--- config.mk ---
export PLATFORM = sky130hd
export DESIGN_NAME = slab_weighted_plane_accumulator_unit
export DESIGN_NICKNAME = d
export VERILOG_FILES = /design/src/rtl/swpa_pkg.sv /design/src/rtl/swpa_csr.sv /design/src/rtl/swpa_front.sv /design/src/rtl/swpa_queue.sv /design/src/rtl/swpa_back.sv /design/src/rtl/slab_weighted_plane_accumulator_unit.sv
export SDC_FILE = /design/constraint.sdc
export NUM_CORES = 2
export LEC_CHECK = 0
export ABC_AREA = 1
export BUFFER_PORTS_ARGS = -buffer_cell sky130_fd_sc_hd__buf_2
export CAP_MARGIN = 20
export CORE_AREA = 2 2 400 402
export DETAILED_ROUTE_END_ITERATION = 16
export DIE_AREA = 0 0 402 404
export PLACE_DENSITY = 0.61
export SLEW_MARGIN = 30
export SYNTH_ARGS = -nofsm -noshare
export SYNTH_HDL_FRONTEND = slang
export SYNTH_HIERARCHICAL = 1
export SYNTH_SLANG_ARGS = --single-unit
--- constraint.sdc ---
create_clock -name clock -period 9.2 [get_ports clock]
set_clock_uncertainty 0.1 [all_clocks]
set_input_delay 1.38 -clock clock [delete_from_list [all_inputs] [get_ports clock]]
set_output_delay 1.38 -clock clock [all_outputs]
set_load 0.01 [all_outputs]
--- src/rtl/swpa_pkg.sv ---
package swpa_pkg;

   // Beat layout and field widths
   localparam int COORD_W    = 10;
   localparam int POS_W      = 19;
   localparam int VALUE_W    = 17;
   localparam int THICK_W    = 16;
   localparam int TOL_W      = 16;
   localparam int GRID_W     = 11;
   localparam int AREA_W     = 2 * GRID_W;
   localparam int ID_W       = 30;
   localparam int WEIGHT_W   = 10;
   localparam int EDGE_W     = 22;
   localparam int YCOL_W     = COORD_W + GRID_W;
   localparam int ZPROD_W    = COORD_W + AREA_W;
   localparam int PROD_W     = VALUE_W + WEIGHT_W;
   localparam int WFRAC_W    = 9;
   localparam int ADD_W      = PROD_W - WFRAC_W;
   localparam int SUM_W      = 32;
   localparam int LIMIT_W    = 17;

   localparam int X_LSB      = 0;
   localparam int Y_LSB      = X_LSB + COORD_W;
   localparam int Z_LSB      = Y_LSB + COORD_W;
   localparam int POS_LSB    = Z_LSB + COORD_W;
   localparam int VALUE_LSB  = POS_LSB + POS_W;
   localparam int REQ_DATA_W = 72;

   localparam int FRAC_LSB   = ID_W;
   localparam int RSP_USED_W = ID_W + VALUE_W;
   localparam int RSP_DATA_W = 48;

   localparam int CSR_ADDR_W = 5;
   localparam int CSR_DATA_W = 32;
   localparam int REG_IDX_W  = CSR_ADDR_W - 2;

   localparam int COORD_BITS_DEFAULT = 10;

   localparam int QUEUE_DEPTH = 4;
   localparam int QUEUE_AW    = $clog2(QUEUE_DEPTH);
   localparam int QUEUE_CW    = $clog2(QUEUE_DEPTH + 1);

   // One slice in Q.9, half a slice in Q.9, one in Q.16
   localparam logic [WEIGHT_W-1:0]      WEIGHT_ONE = WEIGHT_W'(512);
   localparam logic signed [EDGE_W-1:0] HALF_SLICE = EDGE_W'(256);
   localparam logic [SUM_W-1:0]         ONE_Q16    = SUM_W'(65536);
   localparam logic [SUM_W-1:0]         SUM_MAX    = {SUM_W{1'b1}};

   // Register map (word index)
   localparam logic [REG_IDX_W-1:0] REG_PLANE_THICKNESS = REG_IDX_W'(0);
   localparam logic [REG_IDX_W-1:0] REG_TOLERANCE       = REG_IDX_W'(1);
   localparam logic [REG_IDX_W-1:0] REG_STRICT_MODE     = REG_IDX_W'(2);
   localparam logic [REG_IDX_W-1:0] REG_GRID_COLUMNS    = REG_IDX_W'(3);
   localparam logic [REG_IDX_W-1:0] REG_GRID_ROWS       = REG_IDX_W'(4);

   localparam logic [THICK_W-1:0] THICK_RESET  = THICK_W'(256);
   localparam logic [TOL_W-1:0]   TOL_RESET    = TOL_W'(1);
   localparam logic [GRID_W-1:0]  GRID_RESET   = GRID_W'(512);
   localparam logic [AREA_W-1:0]  AREA_RESET   = AREA_W'(262144);
   localparam logic [LIMIT_W-1:0] LIMIT_RESET  = LIMIT_W'(65537);

   typedef struct packed {
      logic [THICK_W-1:0] thick;
      logic [TOL_W-1:0]   tol;
      logic               strict_en;
      logic [GRID_W-1:0]  cols;
      logic [GRID_W-1:0]  rows;
      logic [AREA_W-1:0]  area;
      logic [LIMIT_W-1:0] limit;
   } cfg_type;

   typedef struct packed {
      logic [COORD_W-1:0]  x;
      logic [YCOL_W-1:0]   ycol;
      logic [ID_W-1:0]     zarea;
      logic [VALUE_W-1:0]  value;
      logic [WEIGHT_W-1:0] weight;
      logic                last;
   } q_entry_type;

endpackage

--- src/rtl/swpa_csr.sv ---
module swpa_csr import swpa_pkg::*; (
   input  logic                  clock,
   input  logic                  reset,
   input  logic                  csr_psel,
   input  logic                  csr_penable,
   input  logic                  csr_pwrite,
   input  logic [CSR_ADDR_W-1:0] csr_paddr,
   input  logic [CSR_DATA_W-1:0] csr_pwdata,
   output logic [CSR_DATA_W-1:0] csr_prdata,
   output logic                  csr_pready,
   output cfg_type               cfg
);

   logic [THICK_W-1:0]   thick_ff;
   logic [TOL_W-1:0]     tol_ff;
   logic                 strict_ff;
   logic [GRID_W-1:0]    cols_ff;
   logic [GRID_W-1:0]    rows_ff;
   logic [AREA_W-1:0]    area_ff;
   logic [AREA_W-1:0]    area_in;
   logic [LIMIT_W-1:0]   limit_ff;
   logic [LIMIT_W-1:0]   limit_in;
   logic [REG_IDX_W-1:0] reg_idx;
   logic                 wr_en;

   assign csr_pready = 1'b1;
   assign reg_idx    = csr_paddr[CSR_ADDR_W-1:2];
   assign wr_en      = csr_psel & csr_penable & csr_pwrite & csr_pready;

   // Derived values are registered and follow the registers in the next cycle
   assign area_in  = AREA_W'(cols_ff) * AREA_W'(rows_ff);
   assign limit_in = LIMIT_W'(ONE_Q16) + LIMIT_W'(tol_ff);

   always_ff @(posedge clock) begin
      if (reset) begin
         thick_ff  <= THICK_RESET;
         tol_ff    <= TOL_RESET;
         strict_ff <= 1'b1;
         cols_ff   <= GRID_RESET;
         rows_ff   <= GRID_RESET;
         area_ff   <= AREA_RESET;
         limit_ff  <= LIMIT_RESET;
      end else begin
         area_ff  <= area_in;
         limit_ff <= limit_in;
         if (wr_en) begin
            case (reg_idx)
               REG_PLANE_THICKNESS: thick_ff  <= csr_pwdata[THICK_W-1:0];
               REG_TOLERANCE:       tol_ff    <= csr_pwdata[TOL_W-1:0];
               REG_STRICT_MODE:     strict_ff <= csr_pwdata[0];
               REG_GRID_COLUMNS:    cols_ff   <= csr_pwdata[GRID_W-1:0];
               REG_GRID_ROWS:       rows_ff   <= csr_pwdata[GRID_W-1:0];
               default:             ;
            endcase
         end
      end
   end

   always_comb begin
      case (reg_idx)
         REG_PLANE_THICKNESS: csr_prdata = CSR_DATA_W'(thick_ff);
         REG_TOLERANCE:       csr_prdata = CSR_DATA_W'(tol_ff);
         REG_STRICT_MODE:     csr_prdata = CSR_DATA_W'(strict_ff);
         REG_GRID_COLUMNS:    csr_prdata = CSR_DATA_W'(cols_ff);
         REG_GRID_ROWS:       csr_prdata = CSR_DATA_W'(rows_ff);
         default:             csr_prdata = '0;
      endcase
   end

   always_comb begin
      cfg.thick     = thick_ff;
      cfg.tol       = tol_ff;
      cfg.strict_en = strict_ff;
      cfg.cols      = cols_ff;
      cfg.rows      = rows_ff;
      cfg.area      = area_ff;
      cfg.limit     = limit_ff;
   end

endmodule

--- src/rtl/swpa_front.sv ---
module swpa_front import swpa_pkg::*; #(
   parameter int COORD_BITS = COORD_BITS_DEFAULT
) (
   input  logic                  clock,
   input  logic                  reset,
   input  logic                  in_valid,
   output logic                  in_ready,
   input  logic [REQ_DATA_W-1:0] in_data,
   input  logic                  in_last,
   input  cfg_type               cfg,
   output logic                  push_valid,
   output q_entry_type           push_data,
   input  logic                  push_full
);

   localparam logic [COORD_W-1:0] CoordMask = (COORD_BITS >= COORD_W) ?
      {COORD_W{1'b1}} : COORD_W'((1 << COORD_BITS) - 1);

   // Stage 1: slab and voxel edges in Q.9
   logic                       s1_valid_ff;
   logic [COORD_W-1:0]         s1_x_ff, s1_y_ff, s1_z_ff;
   logic [VALUE_W-1:0]         s1_value_ff;
   logic                       s1_last_ff;
   logic signed [EDGE_W-1:0]   s1_pmin_ff, s1_pmax_ff, s1_zlo_ff, s1_zhi_ff;
   logic signed [EDGE_W-1:0]   pmin_in, pmax_in, zlo_in, zhi_in;
   logic signed [EDGE_W-1:0]   pos2, thick_x, zc;
   logic [POS_W-1:0]           pos_raw;
   logic [COORD_W-1:0]         x_in, y_in, z_in;

   // Stage 2: weight and partial grid products
   logic                       s2_valid_ff;
   q_entry_type                s2_entry_ff;
   q_entry_type                s2_entry_in;
   logic [WEIGHT_W-1:0]        weight_in;
   logic signed [EDGE_W-1:0]   d_max_zlo, d_max_min, d_zhi_min;
   logic [ZPROD_W-1:0]         zarea_full;

   logic advance;
   logic s1_load;

   assign advance  = !s2_valid_ff || !push_full;
   assign s1_load  = !s1_valid_ff || advance;
   assign in_ready = s1_load;

   assign x_in    = in_data[X_LSB +: COORD_W] & CoordMask;
   assign y_in    = in_data[Y_LSB +: COORD_W] & CoordMask;
   assign z_in    = in_data[Z_LSB +: COORD_W] & CoordMask;
   assign pos_raw = in_data[POS_LSB +: POS_W];

   assign pos2    = {{(EDGE_W - POS_W - 1){pos_raw[POS_W-1]}}, pos_raw, 1'b0};
   assign thick_x = {{(EDGE_W - THICK_W){1'b0}}, cfg.thick};
   assign zc      = {{(EDGE_W - COORD_W - WFRAC_W){1'b0}}, z_in, {WFRAC_W{1'b0}}};
   assign pmin_in = pos2 - thick_x;
   assign pmax_in = pos2 + thick_x;
   assign zlo_in  = zc - HALF_SLICE;
   assign zhi_in  = zc + HALF_SLICE;

   always_ff @(posedge clock) begin
      if (reset) begin
         s1_valid_ff <= 1'b0;
      end else if (s1_load) begin
         s1_valid_ff <= in_valid;
      end
   end

   always_ff @(posedge clock) begin
      if (s1_load) begin
         s1_x_ff     <= x_in;
         s1_y_ff     <= y_in;
         s1_z_ff     <= z_in;
         s1_value_ff <= in_data[VALUE_LSB +: VALUE_W];
         s1_last_ff  <= in_last;
         s1_pmin_ff  <= pmin_in;
         s1_pmax_ff  <= pmax_in;
         s1_zlo_ff   <= zlo_in;
         s1_zhi_ff   <= zhi_in;
      end
   end

   assign d_max_zlo = s1_pmax_ff - s1_zlo_ff;
   assign d_max_min = s1_pmax_ff - s1_pmin_ff;
   assign d_zhi_min = s1_zhi_ff - s1_pmin_ff;

   // Overlap of the slab with the voxel slab, capped at one slice
   always_comb begin
      if (s1_pmin_ff < s1_zlo_ff && s1_pmax_ff > s1_zlo_ff) begin
         weight_in = (s1_pmax_ff < s1_zhi_ff) ? d_max_zlo[WEIGHT_W-1:0] : WEIGHT_ONE;
      end else if (s1_pmin_ff >= s1_zlo_ff && s1_pmin_ff < s1_zhi_ff) begin
         weight_in = (s1_pmax_ff < s1_zhi_ff) ? d_max_min[WEIGHT_W-1:0]
                                              : d_zhi_min[WEIGHT_W-1:0];
      end else begin
         weight_in = '0;
      end
   end

   assign zarea_full = ZPROD_W'(s1_z_ff) * ZPROD_W'(cfg.area);

   always_comb begin
      s2_entry_in.x      = s1_x_ff;
      s2_entry_in.ycol   = YCOL_W'(s1_y_ff) * YCOL_W'(cfg.cols);
      s2_entry_in.zarea  = zarea_full[ID_W-1:0];
      s2_entry_in.value  = s1_value_ff;
      s2_entry_in.weight = weight_in;
      s2_entry_in.last   = s1_last_ff;
   end

   always_ff @(posedge clock) begin
      if (reset) begin
         s2_valid_ff <= 1'b0;
      end else if (advance) begin
         s2_valid_ff <= s1_valid_ff;
      end
   end

   always_ff @(posedge clock) begin
      if (advance) begin
         s2_entry_ff <= s2_entry_in;
      end
   end

   assign push_valid = s2_valid_ff && !push_full;
   assign push_data  = s2_entry_ff;

endmodule

--- src/rtl/swpa_queue.sv ---
module swpa_queue import swpa_pkg::*; (
   input  logic        clock,
   input  logic        reset,
   input  logic        push,
   input  q_entry_type push_data,
   output logic        full,
   input  logic        pop,
   output q_entry_type pop_data,
   output logic        empty
);

   q_entry_type           slot_ff [QUEUE_DEPTH];
   logic [QUEUE_AW-1:0]   wr_ptr_ff, rd_ptr_ff;
   logic [QUEUE_AW-1:0]   wr_ptr_in, rd_ptr_in;
   logic [QUEUE_CW-1:0]   count_ff, count_in;

   assign full     = (count_ff == QUEUE_CW'(QUEUE_DEPTH));
   assign empty    = (count_ff == '0);
   assign pop_data = slot_ff[rd_ptr_ff];

   always_comb begin
      wr_ptr_in = wr_ptr_ff;
      rd_ptr_in = rd_ptr_ff;
      count_in  = count_ff;
      if (push) begin
         wr_ptr_in = (wr_ptr_ff == QUEUE_AW'(QUEUE_DEPTH - 1)) ? '0 : wr_ptr_ff + 1'b1;
      end
      if (pop) begin
         rd_ptr_in = (rd_ptr_ff == QUEUE_AW'(QUEUE_DEPTH - 1)) ? '0 : rd_ptr_ff + 1'b1;
      end
      if (push && !pop) begin
         count_in = count_ff + 1'b1;
      end else if (pop && !push) begin
         count_in = count_ff - 1'b1;
      end
   end

   always_ff @(posedge clock) begin
      if (reset) begin
         wr_ptr_ff <= '0;
         rd_ptr_ff <= '0;
         count_ff  <= '0;
      end else begin
         wr_ptr_ff <= wr_ptr_in;
         rd_ptr_ff <= rd_ptr_in;
         count_ff  <= count_in;
      end
   end

   always_ff @(posedge clock) begin
      if (push) begin
         slot_ff[wr_ptr_ff] <= push_data;
      end
   end

endmodule

--- src/rtl/swpa_back.sv ---
module swpa_back import swpa_pkg::*; (
   input  logic                  clock,
   input  logic                  reset,
   output logic                  pop,
   input  logic                  pop_empty,
   input  q_entry_type           pop_data,
   input  cfg_type               cfg,
   output logic                  out_valid,
   input  logic                  out_ready,
   output logic [RSP_DATA_W-1:0] out_data,
   output logic                  out_error
);

   // Stage A: contribution product and linear id
   logic                a_valid_ff;
   logic [PROD_W-1:0]   a_prod_ff, a_prod_in;
   logic [ID_W-1:0]     a_id_ff, a_id_in;
   logic                a_last_ff;
   logic                a_load;

   // Stage B: accumulator and result register
   logic [SUM_W-1:0]    sum_ff, sum_in;
   logic [SUM_W:0]      sum_wide;
   logic [SUM_W-1:0]    total;
   logic                b_take;
   logic                out_valid_ff, out_valid_in;
   logic [ID_W-1:0]     out_id_ff;
   logic [VALUE_W-1:0]  out_frac_ff, frac_in;
   logic                out_err_ff, err_in;
   logic                emit;

   assign b_take = a_valid_ff && (!a_last_ff || !out_valid_ff || out_ready);
   assign a_load = !a_valid_ff || b_take;
   assign pop    = a_load && !pop_empty;

   assign a_prod_in = PROD_W'(pop_data.value) * PROD_W'(pop_data.weight);
   assign a_id_in   = ID_W'(pop_data.x) + ID_W'(pop_data.ycol) + pop_data.zarea;

   always_ff @(posedge clock) begin
      if (reset) begin
         a_valid_ff <= 1'b0;
      end else if (a_load) begin
         a_valid_ff <= !pop_empty;
      end
   end

   always_ff @(posedge clock) begin
      if (pop) begin
         a_prod_ff <= a_prod_in;
         a_id_ff   <= a_id_in;
         a_last_ff <= pop_data.last;
      end
   end

   // Saturating accumulate, then clamp or flag the run total
   assign sum_wide = {1'b0, sum_ff} + (SUM_W + 1)'(a_prod_ff[PROD_W-1:WFRAC_W]);
   assign total    = sum_wide[SUM_W] ? SUM_MAX : sum_wide[SUM_W-1:0];

   always_comb begin
      frac_in = total[VALUE_W-1:0];
      err_in  = 1'b0;
      if (total > ONE_Q16) begin
         if (total <= SUM_W'(cfg.limit) || !cfg.strict_en) begin
            frac_in = ONE_Q16[VALUE_W-1:0];
         end else begin
            frac_in = '0;
            err_in  = 1'b1;
         end
      end
   end

   assign emit = (frac_in != '0) || err_in;

   always_comb begin
      sum_in       = sum_ff;
      out_valid_in = out_valid_ff && !out_ready;
      if (b_take) begin
         sum_in = a_last_ff ? '0 : total;
         if (a_last_ff && emit) begin
            out_valid_in = 1'b1;
         end
      end
   end

   always_ff @(posedge clock) begin
      if (reset) begin
         sum_ff       <= '0;
         out_valid_ff <= 1'b0;
      end else begin
         sum_ff       <= sum_in;
         out_valid_ff <= out_valid_in;
      end
   end

   always_ff @(posedge clock) begin
      if (b_take && a_last_ff && emit) begin
         out_id_ff   <= a_id_ff;
         out_frac_ff <= frac_in;
         out_err_ff  <= err_in;
      end
   end

   assign out_valid = out_valid_ff;
   assign out_data  = RSP_DATA_W'({out_frac_ff, out_id_ff});
   assign out_error = out_err_ff;

endmodule

--- src/rtl/slab_weighted_plane_accumulator_unit.sv ---
// Channel  Direction  Beat contents
// req      in         tdata: voxel_x, voxel_y, slice_z, plane_position, plane_value;
//                     tlast: last_plane
// rsp      out        tdata: grid_id, fraction; tuser: overflow_error
// csr      in/out     APB-style register access, pready tied high
//
// Throughput: one req beat per cycle while rsp keeps up; the per-voxel
// accumulator add is the only value carried from one beat to the next.
// Path: a last_plane beat reaches rsp through two front stages, one queue
// slot and the product stage, which lead into the result register.
// Reset: synchronous; registers return to their documented defaults, the
// accumulator clears, and no memory sweep is needed.
// Stalls: rsp_tready low holds only the back end once a second result is due;
// the four-entry queue and the two front stages then take six more beats
// before req_tready drops.
module slab_weighted_plane_accumulator_unit import swpa_pkg::*; #(
   parameter int COORD_BITS = COORD_BITS_DEFAULT
) (
   input  logic                  clock,
   input  logic                  reset,

   input  logic                  req_tvalid,
   output logic                  req_tready,
   // [9:0] voxel_x, [19:10] voxel_y, [29:20] slice_z, [48:30] plane_position,
   // [65:49] plane_value, [71:66] zero
   input  logic [REQ_DATA_W-1:0] req_tdata,
   input  logic                  req_tlast,

   output logic                  rsp_tvalid,
   input  logic                  rsp_tready,
   // [29:0] grid_id, [46:30] fraction, [47] zero
   output logic [RSP_DATA_W-1:0] rsp_tdata,
   // [0] overflow_error
   output logic                  rsp_tuser,

   input  logic                  csr_psel,
   input  logic                  csr_penable,
   input  logic                  csr_pwrite,
   input  logic [CSR_ADDR_W-1:0] csr_paddr,
   input  logic [CSR_DATA_W-1:0] csr_pwdata,
   output logic [CSR_DATA_W-1:0] csr_prdata,
   output logic                  csr_pready
);

   cfg_type     cfg;
   logic        push_valid;
   q_entry_type push_data;
   logic        q_full;
   logic        q_pop;
   q_entry_type q_head;
   logic        q_empty;

   // Register file; also holds cols*rows and the one-plus-tolerance limit
   swpa_csr u_csr (
      .clock       (clock),
      .reset       (reset),
      .csr_psel    (csr_psel),
      .csr_penable (csr_penable),
      .csr_pwrite  (csr_pwrite),
      .csr_paddr   (csr_paddr),
      .csr_pwdata  (csr_pwdata),
      .csr_prdata  (csr_prdata),
      .csr_pready  (csr_pready),
      .cfg         (cfg)
   );

   // Front end: mask coordinates, derive slab overlap weight and id partials
   swpa_front #(
      .COORD_BITS (COORD_BITS)
   ) u_front (
      .clock      (clock),
      .reset      (reset),
      .in_valid   (req_tvalid),
      .in_ready   (req_tready),
      .in_data    (req_tdata),
      .in_last    (req_tlast),
      .cfg        (cfg),
      .push_valid (push_valid),
      .push_data  (push_data),
      .push_full  (q_full)
   );

   // Decoupling queue between classification and accumulation
   swpa_queue u_queue (
      .clock     (clock),
      .reset     (reset),
      .push      (push_valid),
      .push_data (push_data),
      .full      (q_full),
      .pop       (q_pop),
      .pop_data  (q_head),
      .empty     (q_empty)
   );

   // Back end: weight the value, accumulate, close the run on last_plane
   swpa_back u_back (
      .clock     (clock),
      .reset     (reset),
      .pop       (q_pop),
      .pop_empty (q_empty),
      .pop_data  (q_head),
      .cfg       (cfg),
      .out_valid (rsp_tvalid),
      .out_ready (rsp_tready),
      .out_data  (rsp_tdata),
      .out_error (rsp_tuser)
   );

endmodule

==> reports/metrics.yaml <==
outcome: "finished, final reports clean"
yosysWarnings: 6
routed_via_density: 4.827
setup_viol: 0
first_pass_iters: 6
min_to: "u_front/push_data[19]$_DFFE_PP_"
cts_resized: 0
reg2reg_depth: 25
relSlewSlack: 0.3146
drv_cap: 0
period_share: 0.7493
routed_wl_mm: 140.3
clk_path_buf_depth: 3
boundaryPins: 201
grt_pass1_vias: 39554
ys.flop_type: "edfxtp_1"
grt_first_pass_wirelength_mm: 219.4
grt_use_total: 0.1717
worstSetupEndpointType: "flop"
rows: 146
cts-hold-fix-buffers: 0
finalInstanceArea_sq_mm: 0.06084
hold_class: "reg -> reg"
path_class: "reg -> reg"
worstSkewPairLatency_ps: 740
post-dp-hpwl_mm: 105.1
yosys.cell_types.count: 62
layout_commonest_cell: "nand2_1"
hold_depth: 0
drc: 0
routedWlPerCell_um: 17.21
grt_max_degree: 165
start_util: 0.3489
num_vias: 39344
final_max_slew_viol_count: 0
io_buffer_count: 158
synth.yosys.seq_area_share: 0.4002
antenna_found_initial: 7
die_h_um: 404
crit_required_ps: 9590
hold_violations: 0
postSynthCellCount: 5931
synth_edf_count: 642
syn_area_per_cell_sq_um: 9.285
setup_tns_ps: 0
worstPathMaxFanout: 42
routabilityCongestion: 0.8940
min_from: "u_front/s1_value_ff[8]$_DFFE_PP_"
ff2ff_setup_slack_ps: 2310
fmax_mhz: 145.1
post_cts_buffers: 0
start_kind: "flop"
core_area_sq_mm: 0.1578
final.fill_count: 15707
drtIter0Drc: 2498
r2r_end: "u_back/a_prod_ff[26]$_DFFE_PP_"
cts_made_buffers: 89
antenna_cells: 0
ant_nets: 0
die-area_sq_mm: 0.1624
clk_pin_slew_ps: 60
mostFrequentLayoutCells: "nand2_1, inv_1, edfxtp_1, nor2_1, fa_1"
netlist_area_sq_mm: 0.05507
worst_pin_slew_ps: 1028
tritoncts: "done"
post-route-min-period_ps: 6894
place_area_sq_mm: 0.05773
arrival_ps: 7290
cts.htree.levels: 3
layout-drive-gt1-share: 0.07963
clock-sinks: 780
cts-root-buf: "clkbuf_16"
ys_ff_latch: 780
die_x_um: 402
ys_async_sr_fraction: 0
fin_nets: 6956
syn2layout_area_growth_pct: 10.47
overflow: 0
rsz0062_at_grt: "no"
cell type report:
type | instances | area [sq um] | share of cell area
tap | 2072 | 2592 | 0.04261
timing repair buffer | 213 | 1240 | 0.02038
clock inverter | 47 | 624.3 | 0.01026
clock buffer | 114 | 2412 | 0.03965
multi-input combinational | 3811 | 27730 | 0.4557
sequential | 780 | 22050 | 0.3624
inverter | 1113 | 4197 | 0.06898
worst max-delay path by stage:
stage	start	endpoint	slack, ps
floorplan	flop	u_back/a_prod_ff[26]$_DFFE_PP_	3030
global placement	flop	u_back/a_prod_ff[26]$_DFFE_PP_	2220
detailed placement	flop	u_back/a_prod_ff[26]$_DFFE_PP_	2220
CTS	flop	u_back/a_prod_ff[15]$_DFFE_PP_	2260
global route	flop	u_back/a_prod_ff[25]$_DFFE_PP_	1880
finish	flop	u_back/a_prod_ff[26]$_DFFE_PP_	2310
worst max-delay path, stage by stage, from the launching register on:
cell and delay, ps:
dfxtp_2 320, inv_2 610, buf_4 520, o21ai_0 170, o22ai_1 150, buf_4 280
nand2_1 130, fa_1 550, inv_1 60, fa_1 500, fa_1 520, fa_1 530
fa_1 500, ha_1 390, nand2_1 100, a21oi_1 50, a211oi_1 180, o21ai_1 140
nand2_1 80, nand2_1 70, nand2_1 60, nand2_1 90, a21o_1 200, nand2_1 60
nand3b_1 80, xor2_1 140
synth_stat cells, drive strengths merged (34+ instances only):
| master | number | area, sq um |
|---|---|---|
| buf | 70 | 561.8 |
| clkbuf | 173 | 651.9 |
| inv | 1110 | 4174 |
| nor3 | 34 | 205.2 |
| o21ai | 334 | 1717 |
| ha | 391 | 4892 |
| nand3 | 165 | 868.3 |
| dfxtp | 138 | 2763 |
| nand2 | 1302 | 4945 |
| o22ai | 89 | 556.8 |
| a21oi | 265 | 1420 |
| fa | 440 | 8808 |
| edfxtp | 642 | 19280 |
| xnor2 | 36 | 315.3 |
| xor2 | 110 | 963.4 |
| nor2 | 483 | 1888 |
per-layer routing:
layer	vias up	GRT usage	wire length, um
met5	-	0	0
met2	993	0.2907	67110
met1	19189	0.2267	61840
met4	0	0.04821	3504
met3	190	0.02814	7818
li1	18972	-	-
stage by stage:
step                setup WS (ps)  hold slack, ps    util  instances
global placement             2219           301.0  0.3657       7983
floorplan                    3031           300.3       -       5947
global route                 1876           307.7  0.3855       8150
finish                       2306           300.7  0.3855       8150
detailed placement           2216           304.5  0.3658       7983
CTS                          2258           303.3  0.3850       8144
registers in the layout, summed over array words and instances, names as in the netlist, 10 cells and up, named ones only:
name,count
u_back/a_id_ff,30
u_back/a_prod_ff,18
u_back/out_frac_ff,17
u_back/out_id_ff,30
u_back/sum_ff,32
u_csr/area_ff,22
u_csr/cols_ff,11
u_csr/limit_ff,16
u_csr/rows_ff,11
u_csr/thick_ff,16
u_csr/tol_ff,16
u_front/push_data,89
u_front/s1_pmax_ff,20
u_front/s1_pmin_ff,21
u_front/s1_value_ff,17
u_front/s1_x_ff,10
u_front/s1_y_ff,10
u_front/s1_zhi_ff,10
u_front/s1_zlo_ff,11
u_queue/slot_ff,356
cells by family after synthesis:
kind of cell             count (synthesis)  synth area share
AND/OR/NAND/NOR                       2043            0.1505
buffers and inverters                 1356           0.09804
adder cells (fa/ha/maj)                831            0.2488
flip-flops                             780            0.4002
AO/OA/AOI/OAI                          772           0.07900
XOR/XNOR                               146           0.02322
other                                    3         0.0002045
Power is not shown: default switching activity piles up to over one toggle a cycle in this logic, so the estimate is an artifact.
